[config.mk]
export PLATFORM = sky130hd
export DESIGN_NAME = brc_temp
export DESIGN_NICKNAME = d
export VERILOG_FILES = /design/src/design/barometer_raw_compensation_defines.svh /design/src/design/brc_pkg.sv /design/src/design/brc_temp.sv
export SDC_FILE = /design/constraint.sdc
export NUM_CORES = 2
export LEC_CHECK = 0
export ABC_AREA = 1
export ABC_CLOCK_PERIOD_IN_PS = 8000
export BUFFER_PORTS_ARGS = -buffer_cell sky130_fd_sc_hd__buf_4
export CORE_MARGIN = 3
export CORE_UTILIZATION = 45
export CTS_BUF_LIST = sky130_fd_sc_hd__clkbuf_16
export DETAILED_ROUTE_END_ITERATION = 16
export GPL_ROUTABILITY_DRIVEN = 0
export REMOVE_ABC_BUFFERS = 1
export SLEW_MARGIN = 5
export SYNTH_ARGS = -nofsm -noshare
export SYNTH_HDL_FRONTEND = slang
export SYNTH_SLANG_ARGS = --single-unit
[constraint.sdc]
create_clock -name clock -period 8 [get_ports clock]
set_input_delay 1.2 -clock clock [delete_from_list [all_inputs] [get_ports clock]]
set_output_delay 1.2 -clock clock [all_outputs]
set_load 0.1 [all_outputs]
[src/design/barometer_raw_compensation_defines.svh]
// assertion macros used by the top design file
`ifndef BAROMETER_RAW_COMPENSATION_DEFINES_SVH
`define BAROMETER_RAW_COMPENSATION_DEFINES_SVH

// same-cycle implication
`define BRC_ASSERT_NOW(label, clk, rst, ante, cons) \
   label: assert property (@(posedge clk) disable iff (rst) (ante) |-> (cons)) \
      else $error("brc assertion failed");

// next-cycle implication
`define BRC_ASSERT_NEXT(label, clk, rst, ante, cons) \
   label: assert property (@(posedge clk) disable iff (rst) (ante) |=> (cons)) \
      else $error("brc assertion failed");

`endif

[src/design/brc_pkg.sv]
package brc_pkg;

   // number of register stages from request to response
   localparam int PIPE_STAGES = 11;

   typedef enum logic [1:0] {
      CSR_CALIB_LOW  = 2'd0,
      CSR_CALIB_MID  = 2'd1,
      CSR_CALIB_HIGH = 2'd2
   } csr_index_type;

   typedef struct packed {
      logic [23:0] raw_pressure;
      logic [23:0] raw_temperature;
   } req_type;

   typedef struct packed {
      logic signed [31:0] temperature_q16;
      logic [31:0]        pressure_q8;
      logic               out_of_range;
   } rsp_type;

   // decoded calibration coefficients (p1, p2 already offset by 2^14)
   typedef struct packed {
      logic [15:0]        t1;
      logic [15:0]        t2;
      logic signed [7:0]  t3;
      logic signed [16:0] p1;
      logic signed [16:0] p2;
      logic signed [7:0]  p3;
      logic signed [7:0]  p4;
      logic [15:0]        p5;
      logic [15:0]        p6;
      logic signed [7:0]  p7;
      logic signed [7:0]  p8;
      logic signed [15:0] p9;
      logic signed [7:0]  p10;
      logic signed [7:0]  p11;
   } coef_type;

   function automatic coef_type decode_coef(input logic [63:0] lo, input logic [63:0] mi,
                                            input logic [39:0] hi);
      coef_type c;
      c.t1  = lo[15:0];
      c.t2  = lo[31:16];
      c.t3  = signed'(lo[39:32]);
      c.p1  = 17'(signed'(lo[55:40])) - 17'sd16384;
      c.p2  = 17'(signed'({mi[7:0], lo[63:56]})) - 17'sd16384;
      c.p3  = signed'(mi[15:8]);
      c.p4  = signed'(mi[23:16]);
      c.p5  = mi[39:24];
      c.p6  = mi[55:40];
      c.p7  = signed'(mi[63:56]);
      c.p8  = signed'(hi[7:0]);
      c.p9  = signed'(hi[23:8]);
      c.p10 = signed'(hi[31:24]);
      c.p11 = signed'(hi[39:32]);
      return c;
   endfunction

endpackage

[src/design/brc_temp.sv]
module brc_temp (
   input  logic               clock,
   input  logic [3:0]         stage_en,
   input  brc_pkg::req_type   req,
   input  brc_pkg::coef_type  coef,
   output logic signed [29:0] tq,
   output logic [23:0]        p
);

   logic signed [25:0] d_ff, d_in;
   logic signed [42:0] m1_ff, m1_in;
   logic signed [51:0] m2_ff, m2_in;
   logic signed [59:0] t3prod;
   logic signed [61:0] n_ff, n_in, rnd;
   logic signed [29:0] tq_ff, tq_in;
   logic [23:0]        p0_ff, p1_ff, p2_ff, p3_ff;

   // offset of raw temperature from t1
   assign d_in = $signed({2'b00, req.raw_temperature}) - $signed({2'b00, coef.t1, 8'h00});

   // linear and square products
   assign m1_in = d_ff * $signed({1'b0, coef.t2});
   assign m2_in = d_ff * d_ff;

   // sum in units of 2^-48 degrees
   assign t3prod = m2_ff * coef.t3;
   assign n_in   = (62'(m1_ff) <<< 18) + 62'(t3prod);

   // round half up to Q16
   assign rnd   = n_ff + 62'sd2147483648;
   assign tq_in = $signed(rnd[61:32]);

   always_ff @(posedge clock) begin
      if (stage_en[0]) begin
         d_ff  <= d_in;
         p0_ff <= req.raw_pressure;
      end
      if (stage_en[1]) begin
         m1_ff <= m1_in;
         m2_ff <= m2_in;
         p1_ff <= p0_ff;
      end
      if (stage_en[2]) begin
         n_ff  <= n_in;
         p2_ff <= p1_ff;
      end
      if (stage_en[3]) begin
         tq_ff <= tq_in;
         p3_ff <= p2_ff;
      end
   end

   assign tq = tq_ff;
   assign p  = p3_ff;

endmodule

### Word level (Yosys, flattened, before mapping)

Index checks and enable logic that the tools add are counted.

* $add $sub $neg: 3
* $mul: 3

Operator list (number)
* adder 61 x 60 -> 62 bit: 1
* adder 62 x 33 -> 62 bit (second input constant): 1
* multiplier 52 x 8 -> 60 bit: 1
* multiplier 25 x 25 -> 50 bit: 1
* multiplier 25 x 17 -> 42 bit: 1
* subtractor 24 x 24 -> 25 bit: 1

* register bits: 308
* input port bits: 223
* logic and storage cells: 15

### Longest topological paths before layout

* depth after elaboration: 2
* depth in mapped cells: 31
* mapped depth without buffers: 29

### Worst setup path before layout

No wires, ideal clock.

* path kind: flip-flop to flip-flop
* from: register, netlist name d_ff[24]
* to: register m2_ff[50] (data pin)
* library setup time: 0.252 ns
* arrival time: 6.453 ns
* required time: 7.748 ns
* slack: 1.295 ns
* cell stages (with the launch flop): 26
* buffers on the path: 2
* period minus slack after synthesis: 6.705 ns
* cells stage by stage: edfxtp_1 -> clkbuf_1 -> buf_1 -> nand2_1 -> inv_1 -> fa_1 -> fa_1 -> inv_1 -> fa_1 -> inv_1 -> fa_1 -> fa_1 -> inv_1 -> fa_1 -> inv_1 -> fa_1 -> ha_1 -> nand2_1 -> nor3_1 -> nand2_1 -> nor3_1 -> nand2_1 -> inv_1 -> nor2_1 -> nand2_1 -> nand2_1

* longest elaborated chain between the ends: 1

RTL lines
* multiplier 25 x 25 -> 50 bit: line brc_temp.sv:23 `assign m2_in = d_ff * d_ff;`
* net m2_in[49]: line brc_temp.sv:12 `logic signed [51:0] m2_ff, m2_in;`
* end signal: assignment: line brc_temp.sv:40 `m2_ff <= m2_in;`
* end: declaration: line brc_temp.sv:12

The timed path passes the listed nets, and every way through them passes these cells.
A chain may end at the register's enable or synchronous reset.

### Final worst setup path

* from: register d_ff[15]
* to: register m2_ff[44] (data pin)

* longest elaborated chain between the ends: 1

RTL lines
* start: declaration: line brc_temp.sv:10 `logic signed [25:0] d_ff, d_in;`
* start signal: assignment: line brc_temp.sv:35 `d_ff <= d_in;`
* multiplier 25 x 25 -> 50 bit: line brc_temp.sv:23
* net m2_in[44]: line brc_temp.sv:12

The timed path passes the listed nets, and every way through them passes these cells.

==> impl_metrics.ini <==
[yosys]
synthArstFlopShare_pct = 0
synthCells = 7688
synth-edff-count = 273
synth_area_sq_mm = 0.0632
synth.distinct_cells = 42
synth.yosys.seq_area_share_pct = 13.0
synthesis.yosys.warnings = 0
post_synth.cell_area_avg_sq_um = 8.22
postSynthRegisterBits = 273
postSynth.topFlopCell = sky130_fd_sc_hd__edfxtp_1

[grt]
grt_pass1_wl_microns = 270000
initial_antenna_violation_count = 2
grt_overflow = 0
track_usage_pct = 23.4
first_global_vias = 50700
grt_max_degree = 61

[die]
dieArea_sq_mm = 0.145
fp.dieW_microns = 381
start_util_pct = 45.6
core_region_area_sq_mm = 0.139
die_y_microns = 381
ios = 277
std_cell_rows = 136

[finish]
area_growth_pct = 6.44
share_of_cells_above_drive_strength_1_pct = 4.53
most-common-layout-cells = sky130_fd_sc_hd__inv_1, sky130_fd_sc_hd__nand2_1, sky130_fd_sc_hd__fa_1, sky130_fd_sc_hd__ha_1, sky130_fd_sc_hd__nor2_1
seqCellArea_sq_mm = 0.00820
num-nets-final = 9620
layout_commonest_cell = sky130_fd_sc_hd__inv_1
footprint_of_the_multi_input_gates_sq_mm = 0.0450
fill_cells = 13600

[detailed_routing]
antenna_violating_nets_post_route = 0
detail_route.vias_per_cell = 4.89
highest_metal_layer_used_by_the_detailed_router = met4
initialDrtViolationCount = 2661
drt-pass1-iter-count = 7
vias = 46800
wirelength_microns = 165000
met3WireLength_microns = 8680
wl_per_cell_microns = 17.3
met2WireLength_microns = 79100
wirelength_met1_microns = 71400
remaining_drcs = 0

[sta]
fin_tns_setup_ps = 0
timing.clock.skew_ps = 33.9
timing_worst_slew_pin_value_ps = 1150
slew-limit-headroom_pct = 23.0
clock.fmax_ghz = 0.135
hold_viol = 0
period_needed_ps = 7380
report.final.setup_viol = 0
grt_setup_unrepaired = false
final_max_slew_viol_count = 0
finalCritPeriodShare_pct = 92.3

[cts]
clock_tree.buffer_depth = 3
post-cts-setup-buffers = 0
cts-buffers-inserted = 30
cts_hold_buf = 0
cts.reportedPaths.clkPinSlew_ps = 60
cts.repair.resized = 0
ctsRootBufferMaster = sky130_fd_sc_hd__clkbuf_16
cts_htree_levels = 1
clock_insertion_delay_worst_skew_ps = 630
cts.sinks = 273
cts_tree = built

[place]
hpwl_microns = 141000
port_buffers = 146

[hold_path]
min_delay_path_depth = 0
hold_path.class = register to register

[setup_path]
path_max_fanout = 13
crit_required_ps = 8310
critPathArrivalTime_ps = 7700
ff2ff_path_depth = 22
worst_setup_path_start_kind = register
worst_setup_path_end_kind = register
critical_path_class = register to register

[status]
outcome = finished, final reports clean

[job]
max_capacitance_violation_total = 0
==> cells by family after synthesis <==
logic type / Yosys count / synth area share, %
DFF: 273 / 13.0
xor gates and xnor gates: 129 / 1.79
adders and majority gates: 1713 / 50.0
and+or+nand+nor: 2555 / 16.3
AOI/OAI and AO/OA: 358 / 3.07
buffers and inverters: 2658 / 15.8
other: 2 / 0.0119
==> final timing paths <==
kind                                from   endpoint  slack (ps)
worst max-delay path            d_ff[15]  m2_ff[44]         620
worst min-delay path            p1_ff[1]   p2_ff[1]         420
worst max register to register  d_ff[15]  m2_ff[44]         620
worst min register to register  p1_ff[1]   p2_ff[1]         420
==> synth_stat cells, types with 10 or more instances <==
library cell	number	area, sq um
sky130_fd_sc_hd__nor2_1	298	1120
sky130_fd_sc_hd__nor4_1	10	62.6
sky130_fd_sc_hd__nand4_1	49	307
sky130_fd_sc_hd__o21ai_0	95	475
sky130_fd_sc_hd__clkbuf_1	244	916
sky130_fd_sc_hd__buf_1	16	60.1
sky130_fd_sc_hd__a21o_1	12	90.1
sky130_fd_sc_hd__o21bai_1	32	240
sky130_fd_sc_hd__fa_1	1356	27100
sky130_fd_sc_hd__nand2_1	1924	7220
sky130_fd_sc_hd__nor3_1	30	150
sky130_fd_sc_hd__nand3_1	161	806
sky130_fd_sc_hd__a21oi_1	202	1010
sky130_fd_sc_hd__ha_1	357	4470
sky130_fd_sc_hd__inv_1	2393	8980
sky130_fd_sc_hd__edfxtp_1	273	8200
sky130_fd_sc_hd__or2_2	53	332
sky130_fd_sc_hd__xor2_1	80	701
sky130_fd_sc_hd__xnor2_1	49	429
==> cell type report <==
type	instances	share of cell area, %
repair buffers	224	2.63
inverters	2398	13.4
clock inverters	24	0.281
multi-input cells	4757	66.9
well taps	1863	3.47
clock buffers	30	1.12
diodes	2	0.00744
flip-flops and latches	273	12.2
==> per-stage QoR <==
stage	hold slack [ps]	setup WS (ps)	area, sq um	cells	utilization [%]
2_1_floorplan	400	971	62200	7428	-
3_3_place_gp	401	705	66300	9515	47.9
3_5_place_dp	405	716	66300	9515	47.9
4_1_cts	419	690	67200	9569	48.5
5_1_grt	421	307	67200	9569	48.5
6_report	415	616	67200	9571	48.5
==> sequential cells by signal, summed over array words and instances, names as in the netlist <==
register / cells
p: 24
n_ff: 31
p0_ff: 24
m1_ff: 42
m2_ff: 49
p2_ff: 24
p1_ff: 24
tq: 30
d_ff: 25
==> routing by layer <==
metal  global-route usage, %  vias up
met1                    31.4    23300
met5                       0        -
met3                    2.33      293
met4                    7.47        0
li1                        -    21900
met2                    40.0     1344
==> worst max-delay path, cell delays in order (launching register included) <==
cell	delay (ps)
sky130_fd_sc_hd__edfxtp_1	1090
sky130_fd_sc_hd__buf_4	260
sky130_fd_sc_hd__nand2_1	70
sky130_fd_sc_hd__inv_1	80
sky130_fd_sc_hd__fa_1	450
sky130_fd_sc_hd__fa_1	720
sky130_fd_sc_hd__inv_1	160
sky130_fd_sc_hd__fa_1	440
sky130_fd_sc_hd__fa_1	540
sky130_fd_sc_hd__fa_1	560
sky130_fd_sc_hd__inv_1	50
sky130_fd_sc_hd__fa_1	500
sky130_fd_sc_hd__fa_1	430
sky130_fd_sc_hd__ha_1	460
sky130_fd_sc_hd__nand2_1	110
sky130_fd_sc_hd__nor2_1	110
sky130_fd_sc_hd__inv_1	80
sky130_fd_sc_hd__nor3_1	340
sky130_fd_sc_hd__nand2_1	140
sky130_fd_sc_hd__nor2_1	110
sky130_fd_sc_hd__nand2_1	80
sky130_fd_sc_hd__nand4_1	100
sky130_fd_sc_hd__nand2_1	170
Power is left out: the tool's default activity adds up to more than one toggle a clock period on the data nets, which glitch-free logic cannot reach.
