--- src/design/barometer_raw_compensation_defines.svh ---
// assertion macros used by the top design file
`ifndef BAROMETER_RAW_COMPENSATION_DEFINES_SVH
`define BAROMETER_RAW_COMPENSATION_DEFINES_SVH

// same-cycle implication
`define BRC_ASSERT_NOW(label, clk, rst, ante, cons) \
   label: assert property (@(posedge clk) disable iff (rst) (ante) |-> (cons)) \
      else $error("brc assertion failed");

// next-cycle implication
`define BRC_ASSERT_NEXT(label, clk, rst, ante, cons) \
   label: assert property (@(posedge clk) disable iff (rst) (ante) |=> (cons)) \
      else $error("brc assertion failed");

`endif

--- src/design/brc_pkg.sv ---
package brc_pkg;

   // number of register stages from request to response
   localparam int PIPE_STAGES = 11;

   typedef enum logic [1:0] {
      CSR_CALIB_LOW  = 2'd0,
      CSR_CALIB_MID  = 2'd1,
      CSR_CALIB_HIGH = 2'd2
   } csr_index_type;

   typedef struct packed {
      logic [23:0] raw_pressure;
      logic [23:0] raw_temperature;
   } req_type;

   typedef struct packed {
      logic signed [31:0] temperature_q16;
      logic [31:0]        pressure_q8;
      logic               out_of_range;
   } rsp_type;

   // decoded calibration coefficients (p1, p2 already offset by 2^14)
   typedef struct packed {
      logic [15:0]        t1;
      logic [15:0]        t2;
      logic signed [7:0]  t3;
      logic signed [16:0] p1;
      logic signed [16:0] p2;
      logic signed [7:0]  p3;
      logic signed [7:0]  p4;
      logic [15:0]        p5;
      logic [15:0]        p6;
      logic signed [7:0]  p7;
      logic signed [7:0]  p8;
      logic signed [15:0] p9;
      logic signed [7:0]  p10;
      logic signed [7:0]  p11;
   } coef_type;

   function automatic coef_type decode_coef(input logic [63:0] lo, input logic [63:0] mi,
                                            input logic [39:0] hi);
      coef_type c;
      c.t1  = lo[15:0];
      c.t2  = lo[31:16];
      c.t3  = signed'(lo[39:32]);
      c.p1  = 17'(signed'(lo[55:40])) - 17'sd16384;
      c.p2  = 17'(signed'({mi[7:0], lo[63:56]})) - 17'sd16384;
      c.p3  = signed'(mi[15:8]);
      c.p4  = signed'(mi[23:16]);
      c.p5  = mi[39:24];
      c.p6  = mi[55:40];
      c.p7  = signed'(mi[63:56]);
      c.p8  = signed'(hi[7:0]);
      c.p9  = signed'(hi[23:8]);
      c.p10 = signed'(hi[31:24]);
      c.p11 = signed'(hi[39:32]);
      return c;
   endfunction

endpackage

--- src/design/brc_csr.sv ---
module brc_csr (
   input  logic                clock,
   input  logic                reset,
   input  logic                csr_valid,
   output logic                csr_ready,
   input  logic [1:0]          csr_index,
   input  logic [63:0]         csr_data,
   output brc_pkg::coef_type   coef
);

   logic [63:0] low_ff;
   logic [63:0] mid_ff;
   logic [39:0] high_ff;

   assign csr_ready = 1'b1;

   // calibration byte registers
   always_ff @(posedge clock) begin
      if (reset) begin
         low_ff  <= '0;
         mid_ff  <= '0;
         high_ff <= '0;
      end else if (csr_valid) begin
         case (brc_pkg::csr_index_type'(csr_index))
            brc_pkg::CSR_CALIB_LOW:  low_ff  <= csr_data;
            brc_pkg::CSR_CALIB_MID:  mid_ff  <= csr_data;
            brc_pkg::CSR_CALIB_HIGH: high_ff <= csr_data[39:0];
            default: ;
         endcase
      end
   end

   // coefficient fields out of the byte image
   assign coef = brc_pkg::decode_coef(low_ff, mid_ff, high_ff);

endmodule

--- config.mk ---
export PLATFORM = sky130hd
export DESIGN_NAME = brc_csr
export DESIGN_NICKNAME = d
export VERILOG_FILES = /design/src/design/barometer_raw_compensation_defines.svh /design/src/design/brc_pkg.sv /design/src/design/brc_csr.sv
export SDC_FILE = /design/constraint.sdc
export NUM_CORES = 1
export LEC_CHECK = 0
export BUFFER_PORTS_ARGS = -buffer_cell sky130_fd_sc_hd__buf_2
export CAP_MARGIN = 20
export CORE_UTILIZATION = 56
export DETAILED_ROUTE_END_ITERATION = 10
export PLACE_DENSITY = 0.86
export SETUP_SLACK_MARGIN = 0.3
export SYNTH_ARGS = -nofsm -noshare
export SYNTH_HDL_FRONTEND = slang
export SYNTH_SLANG_ARGS = --single-unit
--- constraint.sdc ---
create_clock -name clock -period 2.15 [get_ports clock]
set_input_delay 0.215 -clock clock [delete_from_list [all_inputs] [get_ports clock]]
set_output_delay 0.215 -clock clock [all_outputs]
set_load 0.1 [all_outputs]
* Word-level counts from Yosys, hierarchy flattened *
Cells that the tools add are included.

storage, ports and cells
  input bits = 69
  flip-flop bits (word level) = 168
  word-level logic and storage cells = 11

operators by class
  reductions and logical operators = 4
  add/sub/neg operators = 2
  eq/ne operators = 2

operators by type and width
  operator                                             count
  subtractor 16 x 16 -> 17 bit, second input constant  2
  AND reduction 2 bit                                  3
  equality test 2 x 1 -> 1 bit, second input constant  1
  equality test 2 bit, second input constant           1
  logical NOT 2 bit                                    1

* Logic depth before layout (Yosys ltp) *
Gate-level depths: netlist of run 1.

  depth after elaboration = 2
  mapped depth = 5

* Least setup slack after synthesis of run 1 *
OpenSTA, ideal clock, no wires.

  kind = flip-flop to output port
  from = register mid_ff[7]
  to = output coef[111] (netlist name)
  path slack = 762 ps
  buffers on the path = 0
  cell stages (with the launch flop) = 3
  data required time = 1935 ps
  data arrival time = 1173 ps
  cells stage by stage = dfxtp_1 > inv_1 > ha_1

RTL lines
  what                      RTL line       text
  start: declaration        brc_csr.sv:12  logic [63:0] mid_ff;
  start signal: assignment  brc_csr.sv:26  brc_pkg::CSR_CALIB_MID: mid_ff <= csr_data;
  end: declaration          brc_csr.sv:8   output brc_pkg::coef_type coef

==> metrics.md, run 1 <==
| Metric | Value |
|---|---|
| P&R area growth vs syn | `12.1%` |
| Worst setup slack after layout | `0.445 ns` |
| Worst skew pair latency | `slightly above 0.4 ns` |
| Site Rows | `42` |
| Post-CTS Setup Repair Bufs | `0` |
| Pins Over Slew Limit | `0` |
| Type of element capturing the critical path | `output port` |
| Hold WC Path Type | `primary input to flip-flop` |
| Period utilisation layout | `approximately four fifths` |
| Post-cts hold buffer count | `0` |
| Drt initial violations | `between 150 and 200` |
| CTS H-tree depth | `4` |
| Register bit count reported by yosys | `approximately 170` |
| Final hold vios | `0` |
| Non-Filler Instances | `~1000` |
| Slew HR | `between 60% and 70%` |
| Average cell area after synthesis | `between 10 and 15 um^2` |
| Routed vias | `between 4000 and 5000` |
| Vias in the first global route | `between 4000 and 5000` |
| Largest net degree at the start of global routing | `95` |
| DP Area | `0.00812 mm^2` |
| Drt wl/cell | `14.3 um` |
| Gate Count Post-Synth | `approximately 750` |
| Hold Path Sink | `mid_ff[44]` |
| Tmin final | `approximately 1.7 ns` |
| Worst r2r path cells | `2` |
| Critical path class | `flip-flop to output port` |
| Clock sinks | `around 170` |
| Layout cells sized above 1 | `a little under a third` |
| Layout Skew | `0 ns` |
| Design area | `~0.0087 mm^2` |
| CTS root buf | `clkbuf_16` |
| Top post-synthesis cells by count | `232 x nand2b_1, 168 x dfxtp_1, 168 x mux2i_1` |
| Congestion Overflow GR | `0` |
| Die Wd | `around 120 um` |
| Routed Antenna Nets | `0` |
| Count of port buffers added during placement | `about 240` |
| TritonRoute pass-1 iters | `4` |
| Synth warn | `0` |
| IO Count | `240` |
| Initial antenna violation count | `1` |
| Routed wire length | `between 10000 and 15000 um` |
| Synth top area cells | `dfxtp_1 43%, mux2i_1 22%, nand2b_1 19%, buf_4 13%, clkbuf_1 1.3%` |
| Arrival time worst endpoint | `around 1.5 ns` |
| RR Endpoint | `low_ff[54]` |
| Fin Setup TNS | `0 ns` |
| Cell total after placement | `between 1000 and 1500` |
| Syn_nets | `824` |
| Worst VDD drop | `0.000490 V` |
| Core ar. | `0.0133 mm^2` |
| Nets@finish | `about 900` |
| F_max | `roughly 590 MHz` |
| Final core occ | `about 65%` |
| Routability cong. | `roughly 0.77` |
| Static Leak | `between 4 and 5 nW` |
| Die outline height | `about 120 um` |
| Clk slew on worst S/H paths | `approximately 0.06 ns` |
| Setup Viol. Count Final | `0` |
| Max_cap viols | `0` |
| Dominant synthesized flop cell | `dfxtp_1` |
| DIE AREA | `about 0.014 mm^2` |
| Hpwl dp | `a little over 10000 um` |
| Pre-CTS WS | `between 0.8 and 0.9 ns` |
| CTS Buf Count | `17` |
| TritonCTS clock tree | `done` |
| Worst r2r src | `low_ff[54]` |
| Sequential share of the synthesized area | `43.4%` |
| DR vias/cell | `4.77` |
| Yosys top cell by area | `dfxtp_1` |
| Longest Clk Path Bufs | `2` |
| Req. time, crit path | `around 1.9 ns` |
| Starting Density | `58.0%` |
| Number of flops mapped to enable cells by yosys | `0` |
| First-pass GRT wire length | `23900 um` |
| CTS-repair resized insts | `0` |
| Worst Hold Depth | `3` |
| Startpoint types | `flip-flop` |
| Post-synth cell types | `14` |
| Min-delay src | `csr_data[44]` |
| Crit Path Max Fanout | `2` |
| Post-synth ARST share | `0%` |
| Synthesized area | `roughly 0.0077 mm^2` |
| Cell area power density | `roughly 870 mW/mm^2` |
| R2R Setup Slk | `around 1.5 ns` |
| Status | `completed` |
| RSZ-0062 raised after global routing | `false` |
| Remaining DRCs | `0` |
| Post-synth top area share | `between 40% and 50%` |
| Tot GR Track Use | `about a fifth` |
| Worst slew pin tran | `0.515 ns` |
| Count leader, synth | `nand2b_1` |
[per-stage QoR]
step                      power (mW)  hold WS (ns)
after global routing            7.85        0.0653
final                           7.58        0.0830
after detailed placement        4.74         0.457
after CTS                       7.66        0.0599
after global placement          4.73         0.455
after floorplan                 4.61         0.391
[layer usage]
metal | GRT usage (%) | up-vias | wire length [um]
met5 | 0 | - | 0
met4 | 9.53 | 0 | 349
met3 | 6.08 | 22 | 801
met2 | 35.5 | 134 | 7180
met1 | 25.2 | 2306 | 6550
li1 | - | 2490 | -
[sequential cells by signal (all words and copies together), names as in the netlist]
register and flops:
low_ff 64, mid_ff 64, high_ff 40
[how the worst max path moves through the flow]
stage / start / endpoint / slack, ns / cells past startpoint
finish: low_ff[55] / coef[128] / 0.45 / 3
global route: mid_ff[7] / coef[111] / 0.39 / 3
CTS: low_ff[55] / coef[128] / 0.42 / 3
detailed placement: reset / low_ff[38] / 0.81 / 4
global placement: reset / low_ff[5] / 0.87 / 4
floorplan: mid_ff[7] / coef[111] / 0.76 / 2
[power breakdown]
group | leakage [nW] | switching, mW | total, mW | internal, mW
Clock | 0.264 | 1.18 | 2.91 | 1.74
Sequential | 1.37 | 0.0547 | 3.28 | 3.22
Combinational | 2.77 | 1.08 | 1.39 | 0.308
Total | 4.40 | 2.32 | 7.58 | 5.27
[cells by family after synthesis]
family                     Yosys count  synth area share, %
buffers and inverters              177                 15.2
DFF                                168                 43.4
other                                1               0.0484
and+or+nand+nor                    237                 19.3
adders and majority gates            2                0.323
muxes                              168                 21.7
[worst max-delay path, cell delays in order, from the launching register on]
cell,delay [ns]
dfxtp_1,0.33
inv_1,0.06
ha_1,0.27
buf_2,0.42
[placed cells by master, fill, tap and decap left out]
cell type	n
and3b_1	1
buf_12	3
buf_2	237
buf_4	8
bufinv_16	2
clkbuf_1	6
clkbuf_16	17
clkbuf_8	1
clkinv_2	3
clkinvlp_4	3
conb_1	1
dfxtp_1	168
diode_2	1
ha_1	2
inv_1	6
mux2i_1	168
nand2b_1	232
nand3b_1	2
nor3b_2	1
or3b_1	1
[cell type report]
type,instances,area (um^2)
tap,176,220
inverter,6,22.5
antenna,1,2.50
fill,1080,4670
sequential,168,3360
timing repair buffer,248,1310
clock inverter,8,97.6
multi-input combinational,408,3210
clock buffer,24,462
(Power assumes the default switching activity.)
==> run 2: changes to the inputs <==
- CORE_UTILIZATION: 56 -> 47
- PLACE_DENSITY: 0.86 -> 0.77
- clock period: 2.15 -> 1.5 ns (I/O delays scaled with it)
==> run 2 against run 1 <==
Worst hold slack got worse by 0.072 ns. Sequential cell count did not move. Clock skew unchanged. Register-to-register slack got worse by 0.72 ns. First-iteration DRC count fell by 0.50%. Cell area up 20%. Sequential share of layout area fell by 5.8 points. Sequential power grew 45%. Die area grew 19%.
==> metrics.md, run 2 (synthesis results as in run 1) <==
| Metric | Value |
|---|---|
| DP Area | `between 0.008 and 0.009 mm^2` |
| Drt wl/cell | `16.1 um` |
| Worst VDD drop | `roughly 0.00077 V` |
| F_max | `roughly 730 MHz` |
| Core ar. | `0.0160 mm^2` |
| Worst r2r src | `high_ff[27]` |
| Drt initial violations | `198` |
| Hold WC Path Type | `primary input to flip-flop` |
| Congestion Overflow GR | `0` |
| Worst hold slack | `0.0105 ns` |
| IO Count | `240` |
| Final hold vios | `0` |
| Most frequent cells in the layout | `232 x nand2b_1, 168 x mux2i_1, 113 x dfxtp_1` |
| Worst setup slack after layout | `between 0.1 and 0.15 ns` |
| Nets@finish | `923` |
| Filler cell count | `approximately 1200` |
| Vias in the first global route | `4960` |
| Pins Over Slew Limit | `0` |
| Worst Path Buf+Inv | `2` |
| Min-delay src | `csr_data[63]` |
| Layout cells sized above 1 | `roughly two fifths` |
| Final Total Pwr | `11.4 mW` |
| Largest registers | `low_ff: 64 flops, mid_ff: 64 flops, high_ff: 40 flops` |
| Pre-CTS WS | `~0.27 ns` |
| Longest Clk Path Bufs | `2` |
| Crit Path Max Fanout | `2` |
| Worst path cell trace | `inv_2 -> ha_4 -> buf_12` |
| Routed wire length | `17500 um` |
| Largest delay share family, worst path | `flip-flops` |
| Setup crit start | `low_ff[55]` |
| Count of port buffers added during placement | `about 240` |
| Critical path class | `flip-flop to output port` |
| Arrival time worst endpoint | `roughly 1.2 ns` |
| CTS Buf Count | `17` |
| Tmin final | `1.37 ns` |
| Type of element capturing the critical path | `output port` |
| Remaining DRCs | `0` |
| DR vias/cell | `roughly 4.7` |
| Req. time, crit path | `~1.4 ns` |
| Starting Density | `48.4%` |
| Period utilisation layout | `roughly nine tenths` |
| Cell area power density | `approximately 1100 mW/mm^2` |
| Crit-path slowest cell | `dfxtp_2` |
| Site Rows | `46` |
| R2R Setup Slk | `between 0.7 and 0.8 ns` |
| Hpwl dp | `about 11000 um` |
| Routed Antenna Nets | `0` |
| Clock sinks | `~170` |
| First-pass GRT wire length | `approximately 25000 um` |
| Tot GR Track Use | `about a fifth` |
| CTS root buf | `clkbuf_16` |
| CTS H-tree depth | `4` |
| Routed vias | `just over 5000` |
| Layout Skew | `0 ns` |
| TritonRoute pass-1 iters | `4` |
| Clk slew on worst S/H paths | `about 0.06 ns` |
| Die Wd | `around 130 um` |
| CP max stage delay | `roughly 0.33 ns` |
| DIE AREA | `approximately 0.017 mm^2` |
| Max_cap viols | `0` |
| Setup Viol. Count Final | `0` |
| TritonCTS clock tree | `done` |
| Startpoint types | `flip-flop` |
| Commonest non-fill, non-tap cell in the layout | `nand2b_1` |
| Initial antenna violation count | `0` |
| Largest net degree at the start of global routing | `between 60 and 70` |
| Fin Setup TNS | `0 ns` |
| Status | `completed` |
| Worst skew pair latency | `0.41 ns` |
| Antenna fix cells | `0` |
| Design area | `0.0104 mm^2` |
| RSZ-0062 raised after global routing | `true` |
| Routability cong. | `0.745` |
| Static Leak | `4.74 nW` |
| Die outline height | `130 um` |
| P&R area growth vs syn | `34.5%` |
[run 2: cell types whose count changed in the layout (fill, tap and decap cells not counted), moves of 6 or more]
cell / delta
buf_6: +106
buf_2: -170
buf_12: +40
inv_1: -6
buf_8: +28
dfxtp_1: -55
dfxtp_2: +55
[run 2: layer usage]
layer  vias up  track usage (%)  wire length, um
met5         -                0                0
met3        24             6.84             1190
met2       160             34.0             8810
met4         0             7.57              351
li1       2502                -                -
met1      2354             21.5             7100
[run 2: worst register-to-register path, cell delays in order, from the launching register on]
cell	delay, ns
dfxtp_2	0.34
nand2b_1	0.09
mux2i_1	0.19
[run 2: report_power, final]
group / leakage, nW / switching [mW] / internal (mW) / total, mW
Clock: 0.286 / 1.79 / 2.52 / 4.31
Combinational: 3.06 / 1.59 / 0.740 / 2.33
Sequential: 1.39 / 0.134 / 4.63 / 4.77
[run 2: stage by stage]
step	util (%)	std cells
2_1_floorplan	-	753
3_3_place_gp	52.0	1047
3_5_place_dp	52.0	1047
4_1_cts	62.2	1080
5_1_grt	65.1	1081
6_report	65.1	1081
[run 2: timing repair]
item	CTS	global route
pin swaps	1	1
hold buffers	1	0
buffers inserted	0	1
gates resized for setup	332	121
setup endpoints to repair	170	86
cloned	0	0
endpoints found under the hold margin	1	0
[run 2: cell type report]
| cell class | instances | area, um^2 | area share, % |
|---|---|---|---|
| flip-flops and latches | 168 | 3430 | 32.9 |
| multi-input cells | 408 | 3230 | 31.0 |
| repair buffers | 251 | 2870 | 27.5 |
| clock buffers | 23 | 498 | 4.78 |
| well taps | 216 | 270 | 2.59 |
| clock inverters | 9 | 90.1 | 0.865 |
| inverters | 6 | 30.0 | 0.288 |
[run 2: final timing paths]
kind	cells after the start	end
worst max-delay path	3	coef[128]
worst max register to register	2	high_ff[27]
worst min-delay path	3	low_ff[63]
worst min register to register	2	high_ff[24]
